[src/design/abst_pkg.sv]
// shared types and defaults for the array bst insert unit
package abst_pkg;

  localparam int DEF_CAPACITY = 1024;
  localparam int DEF_KEY_BITS = 32;

  typedef enum logic [1:0] {
    ST_CLEAR,
    ST_IDLE,
    ST_WALK,
    ST_DONE
  } abst_state_t;

  // handoff from descent control to the result register
  typedef struct packed {
    logic done;
    logic ovf;
  } abst_stat_t;

endpackage

[src/design/abst_ctrl.sv]
// descent sequencer: clear sweep, per-level node reads, final write
module abst_ctrl #(
  parameter int CAPACITY = 1024,
  parameter int KEY_BITS = 32,
  localparam int SLOT_W = $clog2(CAPACITY),
  localparam int EXT_W = $clog2(CAPACITY + 1)
) (
  input  logic                     clk,
  input  logic                     rst,
  input  logic                     key_valid,
  output logic                     key_stall,
  input  logic [KEY_BITS-1:0]      key,
  input  logic                     order_desc,
  input  logic                     out_free,
  output logic                     ram_we,
  output logic [SLOT_W-1:0]        ram_addr,
  output logic [KEY_BITS-1:0]      ram_wdata,
  input  logic [KEY_BITS-1:0]      ram_rdata,
  output abst_pkg::abst_stat_t     stat,
  output logic [SLOT_W-1:0]        slot_res,
  output logic [EXT_W-1:0]         extent_res
);
  import abst_pkg::*;

  localparam int IDX_W = SLOT_W + 2;

  abst_state_t          state, state_next;
  logic [SLOT_W-1:0]    clr_addr, clr_addr_next;
  logic [SLOT_W-1:0]    idx, idx_next;
  logic [KEY_BITS-1:0]  key_q, key_q_next;
  logic [SLOT_W-1:0]    slot_q, slot_q_next;
  logic                 ovf_q, ovf_q_next;
  logic [EXT_W-1:0]     extent_q, extent_q_next;

  logic                 accept;
  logic                 go_left;
  logic [IDX_W-1:0]     child;
  logic                 past_end;
  logic [EXT_W-1:0]     idx_plus1;

  assign key_stall = !((state == ST_IDLE) || ((state == ST_DONE) && out_free));
  assign accept    = key_valid && !key_stall;

  // equal keys go right in either order
  assign go_left   = order_desc ? (key_q > ram_rdata) : (key_q < ram_rdata);
  assign child     = ({2'b00, idx} << 1) + (go_left ? IDX_W'(1) : IDX_W'(2));
  assign past_end  = child >= IDX_W'(CAPACITY);
  assign idx_plus1 = EXT_W'(idx) + EXT_W'(1);

  always_ff @(posedge clk) begin
    if (rst) begin
      state    <= ST_CLEAR;
      clr_addr <= '0;
      extent_q <= '0;
    end else begin
      state    <= state_next;
      clr_addr <= clr_addr_next;
      extent_q <= extent_q_next;
    end
    idx    <= idx_next;
    key_q  <= key_q_next;
    slot_q <= slot_q_next;
    ovf_q  <= ovf_q_next;
  end

  always_comb begin
    state_next    = state;
    clr_addr_next = clr_addr;
    idx_next      = idx;
    key_q_next    = key_q;
    slot_q_next   = slot_q;
    ovf_q_next    = ovf_q;
    extent_q_next = extent_q;
    ram_we        = 1'b0;
    ram_addr      = idx;
    ram_wdata     = key_q;
    case (state)
      ST_CLEAR: begin
        ram_we        = 1'b1;
        ram_addr      = clr_addr;
        ram_wdata     = '0;
        clr_addr_next = clr_addr + SLOT_W'(1);
        if (clr_addr == SLOT_W'(CAPACITY - 1)) begin
          state_next = ST_IDLE;
        end
      end
      ST_IDLE: begin
        ram_addr = '0;
        if (accept) begin
          key_q_next = key;
          idx_next   = '0;
          state_next = ST_WALK;
        end
      end
      ST_WALK: begin
        if (ram_rdata == '0) begin
          ram_we      = 1'b1;
          slot_q_next = idx;
          ovf_q_next  = 1'b0;
          if (extent_q < idx_plus1) begin
            extent_q_next = idx_plus1;
          end
          state_next = ST_DONE;
        end else if (past_end) begin
          slot_q_next = '0;
          ovf_q_next  = 1'b1;
          state_next  = ST_DONE;
        end else begin
          // issue the child read now so its data lands next cycle
          idx_next = child[SLOT_W-1:0];
          ram_addr = child[SLOT_W-1:0];
        end
      end
      ST_DONE: begin
        ram_addr = '0;
        if (out_free) begin
          if (accept) begin
            key_q_next = key;
            idx_next   = '0;
            state_next = ST_WALK;
          end else begin
            state_next = ST_IDLE;
          end
        end
      end
      default: begin
        state_next = ST_IDLE;
      end
    endcase
  end

  assign stat.done  = (state == ST_DONE);
  assign stat.ovf   = ovf_q;
  assign slot_res   = slot_q;
  assign extent_res = extent_q;

endmodule

[config.mk]
export PLATFORM = sky130hd
export DESIGN_NAME = abst_ctrl
export DESIGN_NICKNAME = d
export VERILOG_FILES = /design/src/design/abst_pkg.sv /design/src/design/abst_ctrl.sv
export SDC_FILE = /design/constraint.sdc
export NUM_CORES = 1
export LEC_CHECK = 0
export ABC_CLOCK_PERIOD_IN_PS = 8000
export BUFFER_PORTS_ARGS = -buffer_cell sky130_fd_sc_hd__buf_2
export CORE_MARGIN = 2
export CORE_UTILIZATION = 45
export DETAILED_ROUTE_END_ITERATION = 16
export PLACE_DENSITY_LB_ADDON = 0.15
export SKIP_CTS_REPAIR_TIMING = 1
export SLEW_MARGIN = 25
export SYNTH_ARGS = -nofsm -noshare
export SYNTH_HDL_FRONTEND = slang
export SYNTH_SLANG_ARGS = --single-unit
[constraint.sdc]
create_clock -name clk -period 8 [get_ports clk]
set_clock_uncertainty 0.2 [all_clocks]
set_input_delay 0.8 -clock clk [delete_from_list [all_inputs] [get_ports clk]]
set_output_delay 0.8 -clock clk [all_outputs]
set_load 0.03 [all_outputs]
* Yosys cells after proc, flatten, opt, wreduce, memory -nomap -nowiden
Cells that the tools add are included.
** Storage, ports and cells
- Bits in registers :: 76
- Input port bits :: 69
** Operators by class
- Add/subtract/negate cells :: 3
- $lt $le $gt $ge :: 4
- Eq/ne operators :: 8
- Multiplexer cells :: 24
- Reductions and logical operators :: 15
** Operators with widths (number)
- $mux W32 :: 3
- $pmux W32 S2 :: 1
- $mux W10 :: 6
- $pmux W10 S3 :: 2
- $gt A32 B32 Y1 :: 1
- $logic_not A32 Y1 :: 1
- $lt A32 B32 Y1 :: 1
- $mux W2 :: 7
- $add A11 B2 Y12 :: 1
- $ge A12 B11 Y1 const B :: 1
- $add A10 B1 Y11 const B :: 1
- $lt A11 B11 Y1 :: 1
- $add A10 B1 Y10 const B :: 1
- $eq A10 B10 Y1 const B :: 1
- $pmux W2 S4 :: 1
- $ne A2 B2 Y1 const B :: 3
- $reduce_and A2 Y1 :: 3
- $eq A2 B2 Y1 const B :: 2
- $reduce_and A4 Y1 :: 1
- $reduce_bool A2 Y1 :: 2
- $mux W1 :: 3
- $ne A3 B3 Y1 const B :: 1
- $reduce_and A3 Y1 :: 1
- $reduce_bool A3 Y1 :: 1
- other kinds (7) :: 8

* Depth between registers and ports, before layout
Gate-level depths: netlist of the first run.
- Depth after elaboration :: 8
- Gate-level depth with buffers :: 17
- Depth with buffers taken out :: 16

* Worst setup path after synthesis of the first run
No wires, ideal clock.
- Path kind :: input port to output port
- From :: input port ram_rdata[14]
- To :: output port ram_addr[0]
- Arrival :: 4173 ps
- Required time :: 7000 ps
- Setup slack :: 2827 ps
- Stages :: 15
- Path buffers :: 1
- Path through :: inv_1 > ha_1 > a21oi_1 > nand2_1 > a221o_1 > nor3_1 > mux2_2 > o31ai_1 > ha_1 > nand4_1 > nor2_1 > mux2i_1 > nand2_2 > buf_6 > o31ai_1
** Between the ends
- Longest elaborated chain between the ends :: 8
- Elaborated cells on any way between the ends :: 10
** RTL lines
- start: declaration :: RTL line abst_ctrl.sv:18 : input logic [KEY_BITS-1:0] ram_rdata,
- $lt A32 B32 Y1 / $gt A32 B32 Y1 (equally long branches) :: RTL line abst_ctrl.sv:45 : assign go_left = order_desc ? (key_q > ram_rdata) : (key_q < ram_rdata);
- $mux W1 :: RTL line abst_ctrl.sv:45
- $mux W2 :: RTL line abst_ctrl.sv:46 : assign child = ({2'b00, idx} << 1) + (go_left ? IDX_W'(1) : IDX_W'(2));
- $add A11 B2 Y12 :: RTL line abst_ctrl.sv:46
- $ge A12 B11 Y1 :: RTL line abst_ctrl.sv:47 : assign past_end = child >= IDX_W'(CAPACITY);
- $mux W10
- $mux W10 * :: RTL line abst_ctrl.sv:96 : if (ram_rdata == '0) begin
- $pmux W10 S3 * :: RTL line abst_ctrl.sv:77 : case (state)
- end: declaration :: RTL line abst_ctrl.sv:16 : output logic [SLOT_W-1:0] ram_addr,
Every way passes the cells marked *; elsewhere a longest branch is shown, timed or not.

* Worst setup path after layout of the first run
- From :: input port ram_rdata[31]
- To :: output port ram_addr[0]
Same word-level chain as after synthesis.

==> results of run 1 <==
[synth_stat cells, drive strengths merged, types with 3 or more instances]
library cell | count | area share [%]
nor2 | 40 | 3.3
o21ai | 13 | 1.4
a311oi | 9 | 1.9
nand2 | 33 | 2.9
o21a | 3 | 0.49
xor2 | 13 | 2.5
nand4 | 13 | 1.8
edfxtp | 53 | 35
o22ai | 3 | 0.41
or3 | 3 | 0.41
clkbuf | 10 | 0.82
buf | 11 | 1.7
nor2b | 33 | 4.5
nand3 | 12 | 1.3
nor4 | 11 | 1.8
and2 | 9 | 1.2
and3 | 6 | 0.82
a21oi | 29 | 3.2
nor3 | 4 | 0.44
ha | 46 | 13
dfxtp | 23 | 10
xnor2 | 8 | 1.5
a21o | 3 | 0.49
a211oi | 4 | 0.76
mux2i | 11 | 2.4
inv | 38 | 3.1
nand2b | 5 | 0.68
[stage by stage]
stage | std cells | total power, mW | area [um2]
final | 725 | 0.807 | 5560
after global routing | 725 | 0.840 | 5560
after CTS | 725 | 0.817 | 5550
after detailed placement | 709 | 0.485 | 5320
after global placement | 709 | 0.483 | 5320
after floorplan | 461 | 0.457 | 4580
[critical path, delay by kind of cell]
family	cells	cell delay (ns)
simple gates	7	1.66
compound gates	2	0.86
fa+ha+maj	2	0.56
buf+inv	3	0.44
mux	1	0.41
[worst paths after layout]
kind / end / from / cells after the start
setup / recovery: ram_addr[0] / ram_rdata[31] / 15
hold / removal: extent_res[10] / extent_res[10] / 2
setup reg to reg: idx[2] / key_q[31] / 13
hold reg to reg: extent_res[10] / extent_res[10] / 2
[logic make-up after synthesis]
family | synth area share (%)
flip-flops | 44.8
AO/OA/AOI/OAI | 10.7
XOR/XNOR | 4.01
multiplexers | 2.65
adder cells (fa/ha/maj) | 12.6
AND/OR/NAND/NOR | 19.6
buffers and inverters | 5.65
[flip-flops by register name, indices dropped and copies added, names as in the netlist]
name / count
clr_addr: 10
extent_res: 11
idx: 10
key_q: 32
ovf_q: 1
slot_res: 10
state: 2
[power by group through the flow]
| stage | registers, mW | clock network [mW] | logic [mW] |
|---|---|---|---|
| finish | 0.420 | 0.332 | 0.0553 |
| global route | 0.421 | 0.356 | 0.0626 |
| CTS | 0.420 | 0.341 | 0.0556 |
| detailed placement | 0.429 | 0 | 0.0553 |
| global placement | 0.429 | 0 | 0.0537 |
| floorplan | 0.429 | 0 | 0.0285 |
[layer usage]
layer / vias up / part of all wire, % / GRT usage [%]
met5: - / 0 / 0
met3: 10 / 4.9 / 4.24
met2: 97 / 46 / 30.3
met4: 0 / 1.1 / 7.14
met1: 1723 / 48 / 27.4
li1: 1894 / - / -
[cell type report]
class / instances / area, um2
Clock buffer: 13 / 191
Sequential cell: 76 / 2050
Multi-Input combinational cell: 326 / 2280
Fill cell: 946 / 4260
Clock inverter: 3 / 40.0
Tap cell: 133 / 166
Timing Repair Buffer: 136 / 683
Inverter: 38 / 143
==> impl_metrics.py, run 1 <==
metrics = {
    "power_and_ir_drop": {
        "intPower_uw": 635,
        "switching_power_uw": 173,
        "power_frac_clock_pct": 41.1,
        "p_sw_share_pct": 21.4,
        "power_frac_seq_pct": 52.1,
        "p_per_area_mw_per_mm2": 145,
        "ir_worst_vdd_mv": 0.0737,
        "p_leak_nw": 2.64,
        "combPwrFrac_pct": 6.9,
    },
    "timing": {
        "hold-worst-slack_ns": 0.284,
        "setup-violations-final": 0,
        "period_share_pct": 71.5,
        "fin_ws_ns": 2.28,
        "worst_pin_slew_ns": 0.980,
        "maxSlewViolCount": 0,
        "finalCriticalPeriod_ns": 5.72,
        "grt_setup_unrepaired": "false",
        "fmax_mhz": 175,
        "finalHoldViolCount": 0,
        "max_slew_margin_pct": 34.5,
        "tns_ns": 0,
    },
    "synth": {
        "synth_area_mm2": 0.00458,
        "synth_cells": 461,
        "synth_edf_count": 53,
        "ys_types": 51,
        "async_flop_share_pct": 0,
        "yosysWarnings": 0,
        "synth-seq-area-share_pct": 44.8,
        "syn_nets": 576,
        "synth_flop_cell": "edfxtp_1",
        "synth_seq_cells": 76,
        "syn_area_per_cell_um2": 9.94,
    },
    "setup_path": {
        "crit_path_end_kind": "output port",
        "slowest_stage": "o31ai_1",
        "cp_cell_sequence": "buf_2, inv_1, ha_1, nand4_1, nor4_1, nand4_1, and3_1, o31ai_1, ha_1, nand4_1, nor2_1, mux2i_1, nand2_2, o31ai_1, buf_2",
        "rrSetupSlack_ns": 3.67,
        "path_class": "primary input to output port",
        "cp_data_required_time_ns": 7.00,
        "cp-start-kind": "primary input",
        "crit_path_max_incr_delay_ns": 0.48,
        "arrival_ns": 4.72,
        "critPathMaxFanout": 11,
        "path_common_cell": "nand4_1",
    },
    "global_routing": {
        "grtUsageTotal_pct": 19.7,
        "grt_pass1_vias": 3537,
        "overflow": 0,
        "grt_max_degree": 42,
        "antenna_found_initial": 0,
        "grt_pass1_wl_mm": 17.2,
    },
    "routing": {
        "viasPerCell": 5.14,
        "drtAntennaViolNets": 0,
        "routed_wirelength_mm": 10.7,
        "first_pass_iters": 4,
        "wl_per_cell_um": 14.7,
        "drt_iter0_drc": 179,
        "drcViolationCount": 0,
        "num_vias": 3724,
    },
    "worst_hold_path": {
        "worstHoldPathType": "flip-flop to flip-flop",
    },
    "die": {
        "core-area_mm2": 0.00982,
        "start_util_pct": 46.7,
        "row_count": 36,
        "die_h_um": 105,
        "die_x_um": 105,
        "die-area_mm2": 0.0110,
        "pin_count": 136,
    },
    "clock_network": {
        "numCtsBuffers": 9,
        "cts_max_level": 3,
        "cts-root-buf": "clkbuf_8",
        "cts.sinks": 76,
        "cts_max_path_buffers": 2,
        "cts.clk_slew.worst_paths_ns": 0.07,
        "clk_latency_ns": 0.35,
        "cts_tree": "done",
    },
    "layout": {
        "final_util_pct": 56.6,
        "layout-drive-gt1-share_pct": 27.2,
        "diodes": 0,
        "layout_common_cells": "135 x buf_2, 53 x edfxtp_1, 46 x ha_1, 39 x nor2_1, 37 x inv_1",
        "final_common_cell": "buf_2",
        "nNetsFinal": 702,
        "syn2layout_area_growth_pct": 21.3,
    },
    "placement": {
        "gp_congestion": 0.840,
        "pre_cts_ws_ns": 1.98,
        "io_buffers": 135,
        "dp_hpwl_mm": 8.21,
    },
    "job": {
        "cap_viol_max_count": 0,
    },
    "run_status": {
        "status": "complete, no violations",
    },
}
Note: power is estimated with default switching activity, not from simulation.
==> inputs of run 2 (changes only) <==
- ABC_CLOCK_PERIOD_IN_PS: 8000 -> 5400
- clock period: 8 -> 5.4 ns (I/O delays scaled with it)
==> impl_metrics.py, run 2 (synthesized netlist as in run 1, its figures left out) <==
metrics = {
    "die": {
        "die_x_um": 105,
        "row_count": 36,
        "die_h_um": 105,
        "pin_count": 136,
        "start_util_pct": 46.7,
        "core-area_mm2": 0.00982,
        "die-area_mm2": 0.0110,
    },
    "placement": {
        "placed_cells": 710,
        "io_buffers": 135,
        "dp_hpwl_mm": 8.19,
        "gp_congestion": 0.896,
    },
    "setup_path": {
        "rr_worst_depth": 14,
        "r2r-start": "key_q[14]",
        "cp_data_required_time_ns": 4.66,
        "path_class": "flip-flop to output port",
        "crit_path_end_kind": "output port",
        "arrival_ns": 4.36,
        "slowest_stage": "edfxtp_1",
        "crit_path_max_incr_delay_ns": 0.39,
        "path_common_cell": "ha_1",
        "rrSetupSlack_ns": 1.26,
        "cp-start-kind": "flip-flop",
        "critPathBufInv": 1,
        "cp_cell_sequence": "ha_1, a21oi_1, nand2_1, a221o_1, nor3_1, mux2_2, o31ai_2, ha_1, nand4_1, nor2_1, mux2i_2, nand2_4, mux2i_1, a211oi_1, buf_2",
        "critPathMaxFanout": 11,
        "critPathTopFamily": "multiplexers",
        "r2r-end": "idx[2]",
    },
    "timing": {
        "worst_pin_slew_ns": 0.844,
        "period_share_pct": 94.4,
        "maxSlewViolCount": 0,
        "max_slew_margin_pct": 43.8,
        "finalHoldViolCount": 0,
        "finalCriticalPeriod_ns": 5.10,
        "grt_setup_unrepaired": "false",
        "setup-violations-final": 0,
        "fmax_mhz": 196,
        "tns_ns": 0,
    },
    "clock_network": {
        "cts_max_path_buffers": 2,
        "cts_tree": "done",
        "cts.clk_slew.worst_paths_ns": 0.08,
        "cts_max_level": 3,
        "cts.sinks": 76,
        "numCtsBuffers": 9,
        "clk_latency_ns": 0.36,
        "cts-root-buf": "clkbuf_8",
    },
    "worst_hold_path": {
        "min_to": "key_q[31]",
        "hold_start": "key[31]",
        "holdPathStages": 1,
        "worstHoldPathType": "primary input to flip-flop",
    },
    "layout": {
        "final_common_cell": "buf_2",
        "top_register": "key_q",
        "finalNonFillerCells": 727,
        "diodes": 0,
        "largest_register_ffs": 32,
        "layout_common_cells": "135 x buf_2, 53 x edfxtp_1, 46 x ha_1, 39 x nor2_1, 37 x inv_1",
        "nNetsFinal": 704,
        "syn2layout_area_growth_pct": 21.9,
        "layout-drive-gt1-share_pct": 27.9,
    },
    "routing": {
        "wl_per_cell_um": 15.0,
        "drtAntennaViolNets": 0,
        "drcViolationCount": 0,
        "routed_wirelength_mm": 10.9,
        "drt_iter0_drc": 194,
        "viasPerCell": 5.20,
        "num_vias": 3783,
        "first_pass_iters": 6,
    },
    "run_status": {
        "status": "complete, no violations",
    },
    "global_routing": {
        "grt_pass1_vias": 3671,
        "overflow": 0,
        "grtUsageTotal_pct": 19.9,
        "grt_pass1_wl_mm": 17.5,
        "grt_max_degree": 42,
        "antenna_found_initial": 0,
    },
    "power_and_ir_drop": {
        "ir_worst_vdd_mv": 0.145,
        "p_per_area_mw_per_mm2": 206,
        "p_leak_nw": 2.66,
    },
    "job": {
        "cap_viol_max_count": 0,
    },
}
-- run 2: layer usage --
layer	GRT usage, %	share of wire, %	up-vias
met5	0	0	-
met2	30.7	45	123
met3	4.93	6.1	13
met1	27.3	48	1746
li1	-	-	1901
met4	6.67	1.5	0
-- run 2: worst max path at each step --
stage                        from     endpoint  slack, ns  depth (start not counted)
finish                  key_q[14]  ram_addr[1]       0.30                         15
global route            key_q[29]  ram_addr[1]       0.04                         14
CTS                     key_q[29]  ram_addr[1]       0.19                         14
detailed placement  ram_rdata[29]  ram_addr[1]       0.34                         16
global placement    ram_rdata[14]  ram_addr[1]       0.48                         17
floorplan           ram_rdata[14]  ram_addr[0]       0.75                         15
-- run 2: per-stage QoR --
stage | hold slack (ns) | utilization [%] | total power [mW] | cell area, um2 | setup slack, ns
2_1_floorplan | 0.259 | - | 0.678 | 4580 | 0.747
3_3_place_gp | 0.271 | 54.3 | 0.716 | 5330 | 0.479
3_5_place_dp | 0.278 | 54.3 | 0.717 | 5330 | 0.345
4_1_cts | 0.138 | 56.4 | 1.16 | 5530 | 0.186
5_1_grt | 0.131 | 56.9 | 1.20 | 5590 | 0.0440
6_report | 0.152 | 56.9 | 1.15 | 5590 | 0.303
-- run 2: final cells by class --
| type | count | area (um2) |
|---|---|---|
| repair buffers | 138 | 718 |
| inverters | 38 | 143 |
| fillers | 920 | 4230 |
| clock inverters | 4 | 26.3 |
| well taps | 133 | 166 |
| clock buffers | 12 | 178 |
| multi-input cells | 326 | 2300 |
| flip-flops and latches | 76 | 2050 |
-- run 2: where the power goes --
part | internal, mW | switching, mW | leakage, nW
combinational | 0.0396 | 0.0441 | 1.88
clock | 0.224 | 0.222 | 0.107
sequential | 0.620 | 0.00232 | 0.675
total | 0.884 | 0.269 | 2.66
